## src/crc8_checked_sensor_frame_decoder_top_assert.svh

```systemverilog
// Assertion macros shared by the frame decoder modules
`ifndef CRC8_CHECKED_SENSOR_FRAME_DECODER_TOP_ASSERT_SVH
`define CRC8_CHECKED_SENSOR_FRAME_DECODER_TOP_ASSERT_SVH

// same-cycle implication
`define CSFD_ASSERT_IMPL(lbl, clk, rst, ante, cons) \
   lbl: assert property (@(posedge clk) disable iff (rst) (ante) |-> (cons)) \
      else $error("assertion failed");

// next-cycle implication
`define CSFD_ASSERT_NEXT(lbl, clk, rst, ante, cons) \
   lbl: assert property (@(posedge clk) disable iff (rst) (ante) |=> (cons)) \
      else $error("assertion failed");

`endif

```

## src/csfd_pkg.sv

```systemverilog
// Shared types, constants and functions of the sensor frame decoder
`default_nettype none
package csfd_pkg;

   localparam logic [7:0]  CRC_POLY = 8'h31;
   localparam logic [7:0]  CRC_INIT = 8'hFF;
   localparam logic [2:0]  POS_CHECK_FIRST = 3'd2;
   localparam logic [2:0]  POS_CHECK_SECOND = 3'd5;
   localparam logic [2:0]  POS_AFTER_FIRST = 3'd3;
   localparam logic [2:0]  LAST_POS_MEAS = 3'd5;
   localparam logic [2:0]  LAST_POS_STATUS = 3'd2;
   localparam logic        MODE_MEAS = 1'b0;
   localparam logic        MODE_STATUS = 1'b1;
   localparam logic [14:0] TEMP_SPAN = 15'd17500;
   localparam logic [13:0] HUM_SPAN = 14'd10000;
   localparam logic [15:0] TEMP_OFFSET = 16'd4500;
   localparam logic [16:0] RAW_FULL = 17'd65535;
   localparam int          QUEUE_DEPTH = 4;
   localparam int          QPTR_W = $clog2(QUEUE_DEPTH);

   typedef struct packed {
      logic [15:0] first_word;
      logic [15:0] second_word;
      logic        crc_ok;
      logic        scale;
   } frame_rec_type;

   function automatic logic [7:0] crc_next(input logic [7:0] crc, input logic [7:0] b);
      logic [7:0] c;
      c = crc ^ b;
      for (int i = 0; i < 8; i++) begin
         c = c[7] ? ({c[6:0], 1'b0} ^ CRC_POLY) : {c[6:0], 1'b0};
      end
      return c;
   endfunction

   // floor(x / 65535) for x below 2^31
   function automatic logic [15:0] div_full(input logic [30:0] x);
      logic [14:0] q0;
      logic [16:0] r;
      q0 = x[30:16];
      r = {1'b0, x[15:0]} + {2'b00, q0};
      return {1'b0, q0} + ((r >= RAW_FULL) ? 16'd1 : 16'd0);
   endfunction

endpackage
`default_nettype wire

```

## src/csfd_front.sv

```systemverilog
// Byte intake: word assembly, CRC check and frame classification
`default_nettype none
module csfd_front (
   input  wire logic                   clock,
   input  wire logic                   reset,
   input  wire logic                   byte_valid,
   input  wire logic [7:0]             byte_data,
   input  wire logic                   csr_write,
   input  wire logic                   csr_mode,
   output csfd_pkg::frame_rec_type     rec,
   output logic                        rec_push
);

`include "crc8_checked_sensor_frame_decoder_top_assert.svh"

   logic        mode_ff, mode_in;
   logic [2:0]  pos_ff, pos_in;
   logic [7:0]  crc_ff, crc_in;
   logic [15:0] word_ff, word_in;
   logic [15:0] held_ff, held_in;
   logic        fok_ff, fok_in;

   logic [2:0]  last_pos;
   logic        stray;
   logic [2:0]  pos_cur;
   logic [7:0]  crc_cur;
   logic [15:0] word_cur;
   logic        ok;

   always_comb begin
      last_pos = (mode_ff == csfd_pkg::MODE_STATUS) ? csfd_pkg::LAST_POS_STATUS
                                                    : csfd_pkg::LAST_POS_MEAS;
      stray    = pos_ff > last_pos;
      pos_cur  = stray ? 3'd0 : pos_ff;
      crc_cur  = stray ? csfd_pkg::CRC_INIT : crc_ff;
      word_cur = stray ? 16'd0 : word_ff;
      ok       = (crc_cur == byte_data);

      mode_in  = mode_ff;
      pos_in   = pos_ff;
      crc_in   = crc_ff;
      word_in  = word_ff;
      held_in  = held_ff;
      fok_in   = fok_ff;
      rec_push = 1'b0;
      rec.first_word  = (mode_ff == csfd_pkg::MODE_STATUS) ? word_cur : held_ff;
      rec.second_word = (mode_ff == csfd_pkg::MODE_STATUS) ? 16'd0 : word_cur;
      rec.crc_ok      = (mode_ff == csfd_pkg::MODE_STATUS) ? ok : (ok && fok_ff);
      rec.scale       = (mode_ff == csfd_pkg::MODE_MEAS) && ok && fok_ff;

      priority if (csr_write) begin
         mode_in = csr_mode;
         pos_in  = 3'd0;
         crc_in  = csfd_pkg::CRC_INIT;
         word_in = 16'd0;
      end else if (byte_valid) begin
         if (pos_cur != csfd_pkg::POS_CHECK_FIRST && pos_cur != csfd_pkg::POS_CHECK_SECOND) begin
            crc_in  = csfd_pkg::crc_next(crc_cur, byte_data);
            word_in = {word_cur[7:0], byte_data};
            pos_in  = pos_cur + 3'd1;
         end else if (pos_cur == csfd_pkg::POS_CHECK_FIRST
                      && mode_ff == csfd_pkg::MODE_MEAS) begin
            held_in = word_cur;
            fok_in  = ok;
            crc_in  = csfd_pkg::CRC_INIT;
            word_in = 16'd0;
            pos_in  = csfd_pkg::POS_AFTER_FIRST;
         end else begin
            rec_push = 1'b1;
            crc_in   = csfd_pkg::CRC_INIT;
            word_in  = 16'd0;
            pos_in   = 3'd0;
         end
      end
   end

   always_ff @(posedge clock) begin
      if (reset) begin
         mode_ff <= csfd_pkg::MODE_MEAS;
         pos_ff  <= 3'd0;
         crc_ff  <= csfd_pkg::CRC_INIT;
         word_ff <= 16'd0;
         held_ff <= 16'd0;
         fok_ff  <= 1'b0;
      end else begin
         mode_ff <= mode_in;
         pos_ff  <= pos_in;
         crc_ff  <= crc_in;
         word_ff <= word_in;
         held_ff <= held_in;
         fok_ff  <= fok_in;
      end
   end

   `CSFD_ASSERT_IMPL(a_status_pos, clock, reset, mode_ff == csfd_pkg::MODE_STATUS, pos_ff <= csfd_pkg::LAST_POS_STATUS)

endmodule
`default_nettype wire

```

## src/csfd_queue.sv

```systemverilog
// Short queue of frame records between intake and scaling
`default_nettype none
module csfd_queue (
   input  wire logic                   clock,
   input  wire logic                   reset,
   input  wire logic                   push,
   input  csfd_pkg::frame_rec_type     push_rec,
   output logic                        full,
   input  wire logic                   pop,
   output logic                        valid,
   output csfd_pkg::frame_rec_type     head
);

`include "crc8_checked_sensor_frame_decoder_top_assert.svh"

   localparam logic [csfd_pkg::QPTR_W:0] DEPTH = (csfd_pkg::QPTR_W + 1)'(csfd_pkg::QUEUE_DEPTH);

   csfd_pkg::frame_rec_type mem_ff [csfd_pkg::QUEUE_DEPTH];
   logic [csfd_pkg::QPTR_W-1:0] wr_ff, wr_in, rd_ff, rd_in;
   logic [csfd_pkg::QPTR_W:0]   cnt_ff, cnt_in;
   logic do_push, do_pop;

   always_comb begin
      full    = (cnt_ff == DEPTH);
      valid   = (cnt_ff != '0);
      head    = mem_ff[rd_ff];
      do_push = push && !full;
      do_pop  = pop && valid;
      wr_in   = do_push ? wr_ff + 1'b1 : wr_ff;
      rd_in   = do_pop ? rd_ff + 1'b1 : rd_ff;
      cnt_in  = cnt_ff + (do_push ? 1'b1 : 1'b0) - (do_pop ? 1'b1 : 1'b0);
   end

   always_ff @(posedge clock) begin
      if (do_push) begin
         mem_ff[wr_ff] <= push_rec;
      end
   end

   always_ff @(posedge clock) begin
      if (reset) begin
         wr_ff  <= '0;
         rd_ff  <= '0;
         cnt_ff <= '0;
      end else begin
         wr_ff  <= wr_in;
         rd_ff  <= rd_in;
         cnt_ff <= cnt_in;
      end
   end

   `CSFD_ASSERT_IMPL(a_no_overflow, clock, reset, push, !full)
   `CSFD_ASSERT_NEXT(a_cnt_grow, clock, reset, push && !pop && !full, cnt_ff == $past(cnt_ff) + 1'b1)

endmodule
`default_nettype wire

```

## src/csfd_back.sv

```systemverilog
// Scaling pipeline: constant multiply, divide by full scale, output register
`default_nettype none
module csfd_back (
   input  wire logic                   clock,
   input  wire logic                   reset,
   input  wire logic                   q_valid,
   input  csfd_pkg::frame_rec_type     q_head,
   output logic                        q_pop,
   output logic                        rsp_tvalid,
   input  wire logic                   rsp_tready,
   output logic [63:0]                 rsp_tdata
);

`include "crc8_checked_sensor_frame_decoder_top_assert.svh"

   logic                    s1_valid_ff, s1_valid_in;
   csfd_pkg::frame_rec_type s1_rec_ff;
   logic [30:0]             s1_tprod_ff;
   logic [29:0]             s1_hprod_ff;
   logic                    out_valid_ff, out_valid_in;
   logic [15:0]             out_w1_ff, out_w2_ff;
   logic [14:0]             out_temp_ff, out_temp_in;
   logic [13:0]             out_hum_ff, out_hum_in;
   logic                    out_ok_ff;
   logic                    out_go, s1_go;
   logic [15:0]             tq, hq, tdiff;

   always_comb begin
      out_go       = !out_valid_ff || rsp_tready;
      s1_go        = !s1_valid_ff || out_go;
      q_pop        = q_valid && s1_go;
      s1_valid_in  = s1_go ? q_valid : s1_valid_ff;
      out_valid_in = out_go ? s1_valid_ff : out_valid_ff;
      tq           = csfd_pkg::div_full(s1_tprod_ff);
      hq           = csfd_pkg::div_full({1'b0, s1_hprod_ff});
      tdiff        = tq - csfd_pkg::TEMP_OFFSET;
      out_temp_in  = s1_rec_ff.scale ? tdiff[14:0] : 15'd0;
      out_hum_in   = s1_rec_ff.scale ? hq[13:0] : 14'd0;
   end

   always_ff @(posedge clock) begin
      if (q_pop) begin
         s1_rec_ff   <= q_head;
         s1_tprod_ff <= 31'(csfd_pkg::TEMP_SPAN * q_head.first_word);
         s1_hprod_ff <= 30'(csfd_pkg::HUM_SPAN * q_head.second_word);
      end
      if (out_go && s1_valid_ff) begin
         out_w1_ff   <= s1_rec_ff.first_word;
         out_w2_ff   <= s1_rec_ff.second_word;
         out_temp_ff <= out_temp_in;
         out_hum_ff  <= out_hum_in;
         out_ok_ff   <= s1_rec_ff.crc_ok;
      end
   end

   always_ff @(posedge clock) begin
      if (reset) begin
         s1_valid_ff  <= 1'b0;
         out_valid_ff <= 1'b0;
      end else begin
         s1_valid_ff  <= s1_valid_in;
         out_valid_ff <= out_valid_in;
      end
   end

   assign rsp_tvalid = out_valid_ff;
   assign rsp_tdata  = {2'b00, out_ok_ff, out_hum_ff, out_temp_ff, out_w2_ff, out_w1_ff};

   `CSFD_ASSERT_IMPL(a_zero_on_fail, clock, reset, out_valid_ff && !out_ok_ff, out_temp_ff == 15'd0 && out_hum_ff == 14'd0)

endmodule
`default_nettype wire

```

## src/crc8_checked_sensor_frame_decoder_top.sv

```systemverilog
// Top level of the CRC-8 checked sensor frame decoder
// Takes one sensor byte per transaction and may accept a byte every clock
// cycle; req_tready drops while the four-entry record queue is full and while
// a csr write is offered.
// Each 16-bit word is checked against its CRC-8 byte (poly 0x31, init 0xFF)
// as the byte arrives. A frame (six bytes in measurement mode, three in status
// mode) yields one result on rsp: the edge that takes its last byte writes the
// queue, a later edge registers the constant multiply into s1, and then the
// divide by 65535 goes into the output register; either step can stall.
// A write on csr selects the frame mode and restarts the frame;
// write it only while no frame is in progress.
`default_nettype none
module crc8_checked_sensor_frame_decoder_top (
   input  wire logic        clock,
   input  wire logic        reset,
   input  wire logic        req_tvalid,
   output logic             req_tready,
   input  wire logic [7:0]  req_tdata,   // [7:0] data_byte
   output logic             rsp_tvalid,
   input  wire logic        rsp_tready,
   output logic [63:0]      rsp_tdata,   // [15:0] first_word, [31:16] second_word,
                                         // [46:32] temperature_centi, [60:47] humidity_centi,
                                         // [61] crc_ok, [63:62] zero
   input  wire logic        csr_valid,
   output logic             csr_ready,
   input  wire logic        csr_data     // [0] frame_mode
);

   csfd_pkg::frame_rec_type push_rec, head;
   logic push, full, pop, q_valid;

   assign req_tready = !full && !csr_valid;
   assign csr_ready  = 1'b1;

   csfd_front u_front (
      .clock      (clock),
      .reset      (reset),
      .byte_valid (req_tvalid && req_tready),
      .byte_data  (req_tdata),
      .csr_write  (csr_valid && csr_ready),
      .csr_mode   (csr_data),
      .rec        (push_rec),
      .rec_push   (push)
   );

   csfd_queue u_queue (
      .clock    (clock),
      .reset    (reset),
      .push     (push),
      .push_rec (push_rec),
      .full     (full),
      .pop      (pop),
      .valid    (q_valid),
      .head     (head)
   );

   csfd_back u_back (
      .clock      (clock),
      .reset      (reset),
      .q_valid    (q_valid),
      .q_head     (head),
      .q_pop      (pop),
      .rsp_tvalid (rsp_tvalid),
      .rsp_tready (rsp_tready),
      .rsp_tdata  (rsp_tdata)
   );

endmodule
`default_nettype wire
```

## config.mk

```make
export PLATFORM = sky130hd
export DESIGN_NAME = crc8_checked_sensor_frame_decoder_top
export DESIGN_NICKNAME = d
export VERILOG_FILES = /design/src/csfd_pkg.sv /design/src/csfd_front.sv /design/src/csfd_queue.sv /design/src/csfd_back.sv /design/src/crc8_checked_sensor_frame_decoder_top.sv
export VERILOG_INCLUDE_DIRS = /design/src /design/src/src
export SDC_FILE = /design/constraint.sdc
export NUM_CORES = 1
export LEC_CHECK = 0
export ABC_CLOCK_PERIOD_IN_PS = 10700
export CORE_ASPECT_RATIO = 1.75
export CORE_MARGIN = 2
export CORE_UTILIZATION = 50
export DETAILED_ROUTE_END_ITERATION = 8
export DONT_BUFFER_PORTS = 1
export PLACE_DENSITY = 0.61
export SKIP_CTS_REPAIR_TIMING = 1
export SLEW_MARGIN = 30
export SYNTH_ARGS = -nofsm -noshare
export SYNTH_HDL_FRONTEND = slang
export SYNTH_SLANG_ARGS = --single-unit
```

## constraint.sdc

```tcl
create_clock -name clock -period 10.7 [get_ports clock]
set_input_delay 2.14 -clock clock [delete_from_list [all_inputs] [get_ports clock]]
set_output_delay 2.14 -clock clock [all_outputs]
set_load 0.005 [all_outputs]
```

==> flow_summary.toml, run 1 <==
[routing]
drc_errors = 0
via_per_inst = 5.53
first_pass_iters = 5
drt_iter0_markers = 559
vias = 12000
ant_nets = 0
wl_per_cell_um = 18.6
routed_wl_um = 40300

[floorplan]
die_h_um = 269
initial_core_util_pct = 50.2
die-area_um2 = 41700
row_count = 97
core_area_um2 = 39800
io_pins = 81
die_x_um = 155

[worst_setup_path]
path_depth = 20
r2r_end = "u_back.s1_tprod_ff[23]"
r2r_setup_slack_ns = 4.37
crit_end = "u_back.s1_tprod_ff[23]"
path_delay_family = "adder cells"
max_stage_delay_ns = 0.73
critPathRequiredTime_ns = 10.98
cp_max_fo = 34
startpoint_type = "register"
cp_cell_sequence = "buf_4 -> mux4_2 -> ha_1 -> inv_1 -> fa_1 -> inv_1 -> ha_1 -> inv_1 -> fa_1 -> fa_1 -> inv_1 -> ha_1 -> a21o_1 -> a21o_1 -> a2111o_1 -> a21oi_1 -> o21ai_1 -> a2111oi_0 -> nor3_1 -> xor2_1"
cp.arrival_ns = 6.61
cp_num_buf_inv = 5
path_class = "register to register"
crit_top_cell = "inv_1"
reg2regPathDepth = 20
crit_slowest_cell = "mux4_2"
crit_path_end_kind = "register"

[timing]
period_needed_ns = 6.33
rsz0062_at_grt = "false"
clock_skew_ns = 0.0214
hold_viol_final = 0
drv_slew = 0
fin_crit_sh_pct = 59.2
setup_viol = 0
timing.fmax_mhz = 158
worst_pin_slew_ns = 0.875
relSlewSlack_pct = 41.1
final.setup.tns_ns = 0

[placement]
portBuffers = 0
dp_hpwl_um = 30600
gp_congestion = 0.871

[logic_synthesis]
yosysTopAreaCellShare_pct = 42.3
synthCells = 1641
synth_seq_cells = 338
synth-async-reset-ratio_pct = 0
synth_cell_types = 77
syn_area_per_cell_um2 = 12.2
ys_warn_count = 0
synth_area_leaders = "edfxtp_1 42%, ha_1 13%, fa_1 8.3%, dfxtp_1 5.6%, inv_1 4.6%"
yosysSeqAreaShare_pct = 47.9
yosys_most_used_dff = "edfxtp_1"
netlist_area_um2 = 20000
synth-edff-count = 282
yosys.area.top_type = "edfxtp_1"

[clock_network]
clk_path_buf_depth = 3
h-tree-depth = 2
clockRootBuffer = "clkbuf_16"
cts_tree = "done"
clock_sinks = 338
clk_pin_slew_ns = 0.06
numCtsBuffers = 34
clkLatencyLatePin_ns = 0.54

[final_layout]
syn2layout_area_growth_pct = 8.21
layout_common_cells = "282 x edfxtp_1, 244 x inv_1, 207 x ha_1"
drive_gt1_share_pct = 7.13
final_common_cell = "edfxtp_1"
nFillCells = 3423
final_nets = 1947
n_antenna_cell = 0

[grt]
antenna_found_initial = 0
grt_usage_pct = 19.8
grt_max_degree = 67
grt_pass1_wl_um = 64500
gr-total-overflow = 0
grt_pass1_vias = 12200

[hold_path]
hold_class = "register to register"

[run_status]
status = "complete, no violations"

[job]
max-cap-violations = 0
[metrics by stage]
step	cell area, µm²	util (%)	instances	hold WS, ns	worst slack (ns)
CTS	21600	54.3	2163	0.420	4.28
global placement	20500	51.6	2101	0.403	4.36
detailed placement	20500	51.6	2101	0.405	4.30
floorplan	20000	-	1642	0.400	2.46
global route	21600	54.4	2164	0.425	4.01
finish	21600	54.4	2164	0.420	4.37
[worst min path at each step]
| stage | startpoint | to | depth (start not counted) |
|---|---|---|---|
| 2_1_floorplan | u_back.s1_rec_ff[1] | u_back.out_ok_ff | 0 |
| 3_3_place_gp | u_back.s1_rec_ff[11] | u_back.out_w2_ff[9] | 0 |
| 3_5_place_dp | u_back.s1_rec_ff[1] | u_back.out_ok_ff | 0 |
| 4_1_cts | u_back.s1_rec_ff[33] | u_back.out_w1_ff[15] | 0 |
| 5_1_grt | u_back.s1_rec_ff[11] | u_back.out_w2_ff[9] | 0 |
| 6_report | u_back.s1_rec_ff[11] | u_back.out_w2_ff[9] | 0 |
[layer usage]
metal / global-route usage, % / vias to the layer above / share of wire [%]
met4: 8.13 / 0 / 4.2
met5: 0 / - / 0
li1: - / 5818 / -
met2: 38.5 / 198 / 55
met1: 21.6 / 5863 / 38
met3: 2.41 / 80 / 2.7
[flip-flops by register name (all words and copies together), names as in the netlist, 16 cells and up, named ones only]
register,cells
u_back.s1_hprod_ff,22
u_back.out_w2_ff,16
u_queue.mem_ff,136
u_back.s1_rec_ff,34
u_front.word_ff,16
u_back.out_w1_ff,16
u_back.s1_tprod_ff,28
u_front.held_ff,16
[Yosys cell counts, types with 32 or more instances]
master	number
nor2_1	80
ha_1	207
nand2_1	66
xor2_1	32
mux4_2	34
xnor2_1	53
inv_1	244
nand3_1	55
fa_1	83
dfxtp_1	56
o21ai_0	45
edfxtp_1	282
a21oi_1	66
[worst reg2reg max path: stages (launching register included)]
cell       delay, ns
dfxtp_2         0.31
buf_4           0.53
mux4_2          0.78
ha_1            0.32
inv_1           0.05
fa_1            0.49
inv_1           0.04
ha_1            0.27
inv_1           0.07
fa_1            0.43
fa_1            0.54
inv_1           0.04
ha_1            0.34
a21o_1          0.19
a21o_1          0.19
a2111o_1        0.43
a21oi_1         0.15
o21ai_1         0.10
a2111oi_0       0.49
nor3_1          0.14
xor2_1          0.16
[cells by family (layout without fill, tap and decap cells)]
kind of cell               Yosys count  after routing  share of synthesized area [%]
muxes                               41             41                           4.18
DFF                                338            338                           47.9
other                                2              3                         0.0375
xor gates and xnor gates            87             87                           3.92
and+or+nand+nor                    338            338                           8.53
adders and majority gates          290            290                           21.3
buffers and inverters              292            319                           5.60
AOI/OAI and AO/OA                  253            253                           8.53
[area by class of cell]
cell class	count	area [µm²]	area share (%)
tap	495	619	2.86
clock buffer	43	916	4.23
sequential	338	9590	44.3
inverter	245	920	4.25
timing repair buffer	12	93.8	0.434
multi-input combinational	1012	9330	43.1
clock inverter	19	178	0.821
Power of run 1 is not shown: default switching activity piles up to over one toggle a cycle in this logic, so the estimate is an artifact.
==> run 2, diff against run 1 <==
- ABC_CLOCK_PERIOD_IN_PS: 10700 -> 5800
- PLACE_DENSITY: 0.61 -> 0.64
- clock period: 10.7 -> 5.8 ns (I/O delays scaled with it)
==> flow_summary.toml, run 2 (synthesis gave the netlist of run 1 again) <==
[run_status]
status = "complete, no violations"

[worst_setup_path]
cp.arrival_ns = 5.98
path_delay_family = "adder cells"
crit_top_cell = "inv_1"
path_class = "register to register"
critPathRequiredTime_ns = 6.12
cp_cell_sequence = "buf_4 -> mux4_2 -> ha_1 -> inv_1 -> fa_1 -> inv_1 -> ha_1 -> inv_1 -> fa_1 -> fa_1 -> inv_1 -> ha_4 -> nand2_1 -> or3_4 -> a211o_4 -> a31oi_4 -> o31ai_4 -> and2_4 -> o41ai_4 -> xnor2_1"
max_stage_delay_ns = 0.56
startpoint_type = "register"
cp_max_fo = 7
cp_num_buf_inv = 5
crit_slowest_cell = "mux4_2"
crit_path_end_kind = "register"

[routing]
route.met3.wl_um = 914
wl_met2_um = 22200
ant_nets = 0
wl_met1_um = 15300
drt_iter0_markers = 449
vias = 12200
routed.top_layer = "met4"
routed_wl_um = 40100
drc_errors = 0
first_pass_iters = 5
via_per_inst = 5.52
wl_per_cell_um = 18.2

[floorplan]
core_area_um2 = 39800
row_count = 97
die-area_um2 = 41700
initial_core_util_pct = 50.2
io_pins = 81
die_x_um = 155
die_h_um = 269

[job]
max-cap-violations = 0

[final_layout]
nFillCells = 3336
syn2layout_area_growth_pct = 10.8
final_area_um2 = 22200
drive_gt1_share_pct = 10.8
reg_top3 = "u_queue.mem_ff: 136 flops, u_back.s1_rec_ff: 34 flops, u_back.s1_tprod_ff: 28 flops"
layout_common_cells = "282 x edfxtp_1, 242 x inv_1, 196 x ha_1"
largest_reg_flops = 136
n_antenna_cell = 0
max_flop_register = "u_queue.mem_ff"
final_common_cell = "edfxtp_1"
final_nets = 1991

[clock_network]
clock_sinks = 338
clockRootBuffer = "clkbuf_16"
h-tree-depth = 1
clk_path_buf_depth = 3
clkLatencyLatePin_ns = 0.57
clk_pin_slew_ns = 0.07
cts_tree = "done"
numCtsBuffers = 30

[timing]
hold_viol_final = 0
fin_crit_sh_pct = 97.7
setup_viol = 0
hold-worst-slack_ns = 0.415
clock_skew_ns = 0.0134
worst_pin_slew_ns = 0.883
timing.fmax_mhz = 177
drv_slew = 0
relSlewSlack_pct = 41.1
rsz0062_at_grt = "true"
period_needed_ns = 5.66

[grt]
grt_pass1_wl_um = 63800
grt_max_degree = 76
grt_usage_pct = 19.3
grt_pass1_vias = 12400
antenna_found_initial = 0
gr-total-overflow = 0

[placement]
portBuffers = 0
gp_congestion = 0.928
placed_area_um2 = 20800
dp_hpwl_um = 30000

[hold_path]
hold_class = "register to register"
run 2: cell count changes in the layout (fill, tap and decap cells not counted), sizes merged:
cell / before / now
inv: 250 / 247
clkinvlp: 1 / 4
clkinv: 12 / 8
bufinv: 1 / 3
clkbuf: 43 / 38
buf: 12 / 59
run 2: routing by layer:
| metal | track usage (%) | vias up |
|---|---|---|
| li1 | - | 5923 |
| met1 | 20.7 | 5956 |
| met2 | 38.3 | 211 |
| met3 | 1.85 | 86 |
| met4 | 8.06 | 0 |
| met5 | 0 | - |
run 2: per-stage QoR:
| stage | cells | utilization (%) | setup TNS (ns) | worst slack [ns] |
|---|---|---|---|---|
| floorplan | 1642 | - | 0 | 0.0776 |
| global placement | 2126 | 52.1 | 0 | 0.0860 |
| detailed placement | 2126 | 52.1 | 0 | 0.0273 |
| CTS | 2180 | 54.6 | 0 | 0.0287 |
| global route | 2204 | 55.7 | -0.102 | -0.0902 |
| finish | 2204 | 55.7 | 0 | 0.136 |
run 2: worst paths after layout:
path	endpoint	from	cells past startpoint	slack [ns]
worst max register to register	u_back.s1_tprod_ff[28]	register	20	0.14
worst min-delay path	u_back.out_w1_ff[10]	u_back.s1_rec_ff[28]	0	0.41
worst min register to register	u_back.out_w1_ff[10]	u_back.s1_rec_ff[28]	0	0.41
worst max-delay path	u_back.s1_tprod_ff[28]	register	20	0.14
run 2: final cells by class:
class	instances	area [µm²]	share of cell area, %
Inverter	245	920	4.15
Timing Repair Buffer	60	508	2.29
Sequential cell	338	9590	43.3
Tap cell	495	619	2.79
Clock inverter	17	179	0.807
Multi-Input combinational cell	1012	9530	43.0
Clock buffer	37	818	3.69
Power of run 2 is left out for the same reason.
==> run 3, diff against run 2 <==
- CTS_CLUSTER_DIAMETER: default -> 40
- SETUP_SLACK_MARGIN: default -> 0.15
==> flow_summary.toml, run 3 (synthesis gave the netlist of run 1 again) <==
[final_layout]
n_antenna_cell = 0
largest_reg_flops = 136
final_common_cell = "edfxtp_1"
instances_no_fill = 2256
reg_top3 = "u_queue.mem_ff: 136 flops, u_back.s1_rec_ff: 34 flops, u_back.s1_tprod_ff: 28 flops"
max_flop_register = "u_queue.mem_ff"
syn2layout_area_growth_pct = 15.4
final_nets = 2035
drive_gt1_share_pct = 16.0
final_area_um2 = 23100
layout_common_cells = "282 x edfxtp_1, 228 x inv_1, 178 x ha_1"

[placement]
portBuffers = 0
gp_congestion = 0.921
dp_cells = 2138
placed_area_um2 = 20900
dp_hpwl_um = 29800

[floorplan]
row_count = 97
core_area_um2 = 39800
initial_core_util_pct = 50.2
die-area_um2 = 41700
die_x_um = 155
die_h_um = 269
io_pins = 81

[grt]
grt_max_degree = 64
grt_usage_pct = 19.4
grt_pass1_wl_um = 63400
grt_pass1_vias = 12500
antenna_found_initial = 0
gr-total-overflow = 0

[worst_setup_path]
critPathRequiredTime_ns = 6.09
cp.arrival_ns = 5.88
cp_max_fo = 6
crit_path_end_kind = "register"
startpoint_type = "register"
path_class = "register to register"

[clock_network]
cts_tree = "done"
clock_sinks = 338
h-tree-depth = 2
numCtsBuffers = 39
clkLatencyLatePin_ns = 0.55
clk_pin_slew_ns = 0.07
clockRootBuffer = "clkbuf_16"
clk_path_buf_depth = 3

[timing]
relSlewSlack_pct = 41.5
period_needed_ns = 5.59
clock_skew_ns = 0.0144
worst_pin_slew_ns = 0.877
hold_viol_final = 0
final.setup.tns_ns = 0
drv_slew = 0
fin_crit_sh_pct = 96.4
setup_viol = 0
rsz0062_at_grt = "true"
timing.fmax_mhz = 179

[job]
max-cap-violations = 0

[run_status]
status = "complete, no violations"

[routing]
first_pass_iters = 4
ant_nets = 0
wl_per_cell_um = 18.0
vias = 12400
via_per_inst = 5.50
drt_iter0_markers = 509
routed_wl_um = 40700
drc_errors = 0

[hold_path]
hold_class = "register to register"
## run 3: routing by layer
metal | GRT usage (%) | wire [µm]
met4 | 9.62 | 2040
met1 | 20.4 | 15200
met5 | 0 | 0
met3 | 2.23 | 1000
met2 | 37.7 | 22400
## run 3: area by class of cell
| type | count | area, µm² |
|---|---|---|
| multi-input combinational | 1012 | 9780 |
| timing repair buffer | 95 | 787 |
| tap | 495 | 619 |
| inverter | 245 | 922 |
| fill | 3236 | 16700 |
| sequential | 338 | 9590 |
| clock inverter | 25 | 340 |
| clock buffer | 46 | 1030 |
## run 3: through the flow
step	worst slack (ns)	utilization, %	hold slack [ns]
floorplan	0.155	-	0.400
global placement	0.0965	52.4	0.401
detailed placement	0.0371	52.4	0.405
CTS	0.0194	55.9	0.420
global route	0.0381	58.0	0.429
finish	0.211	58.0	0.420
## run 3: final timing paths
path	start	to	slack (ns)	depth (start not counted)
worst max-delay path	register	u_back.s1_tprod_ff[28]	0.21	21
worst min-delay path	u_back.s1_rec_ff[16]	u_back.out_w2_ff[14]	0.42	0
worst max register to register	register	u_back.s1_tprod_ff[28]	0.21	21
worst min register to register	u_back.s1_rec_ff[16]	u_back.out_w2_ff[14]	0.42	0
## run 3: critical path: stages, from the launching register on
cell and delay, ns:
dfxtp_4 0.42, buf_6 0.14, mux4_2 0.52, buf_4 0.19, inv_1 0.08, ha_1 0.23
inv_1 0.06, ha_1 0.22, ha_1 0.32, fa_1 0.55, inv_1 0.05, fa_1 0.49
inv_2 0.05, ha_4 0.28, nand2_2 0.07, or3_4 0.38, a211o_4 0.34, a31oi_4 0.24
o31ai_4 0.10, and2_4 0.16, o41ai_4 0.32, xnor2_1 0.11
Power of run 3 is left out for the same reason.
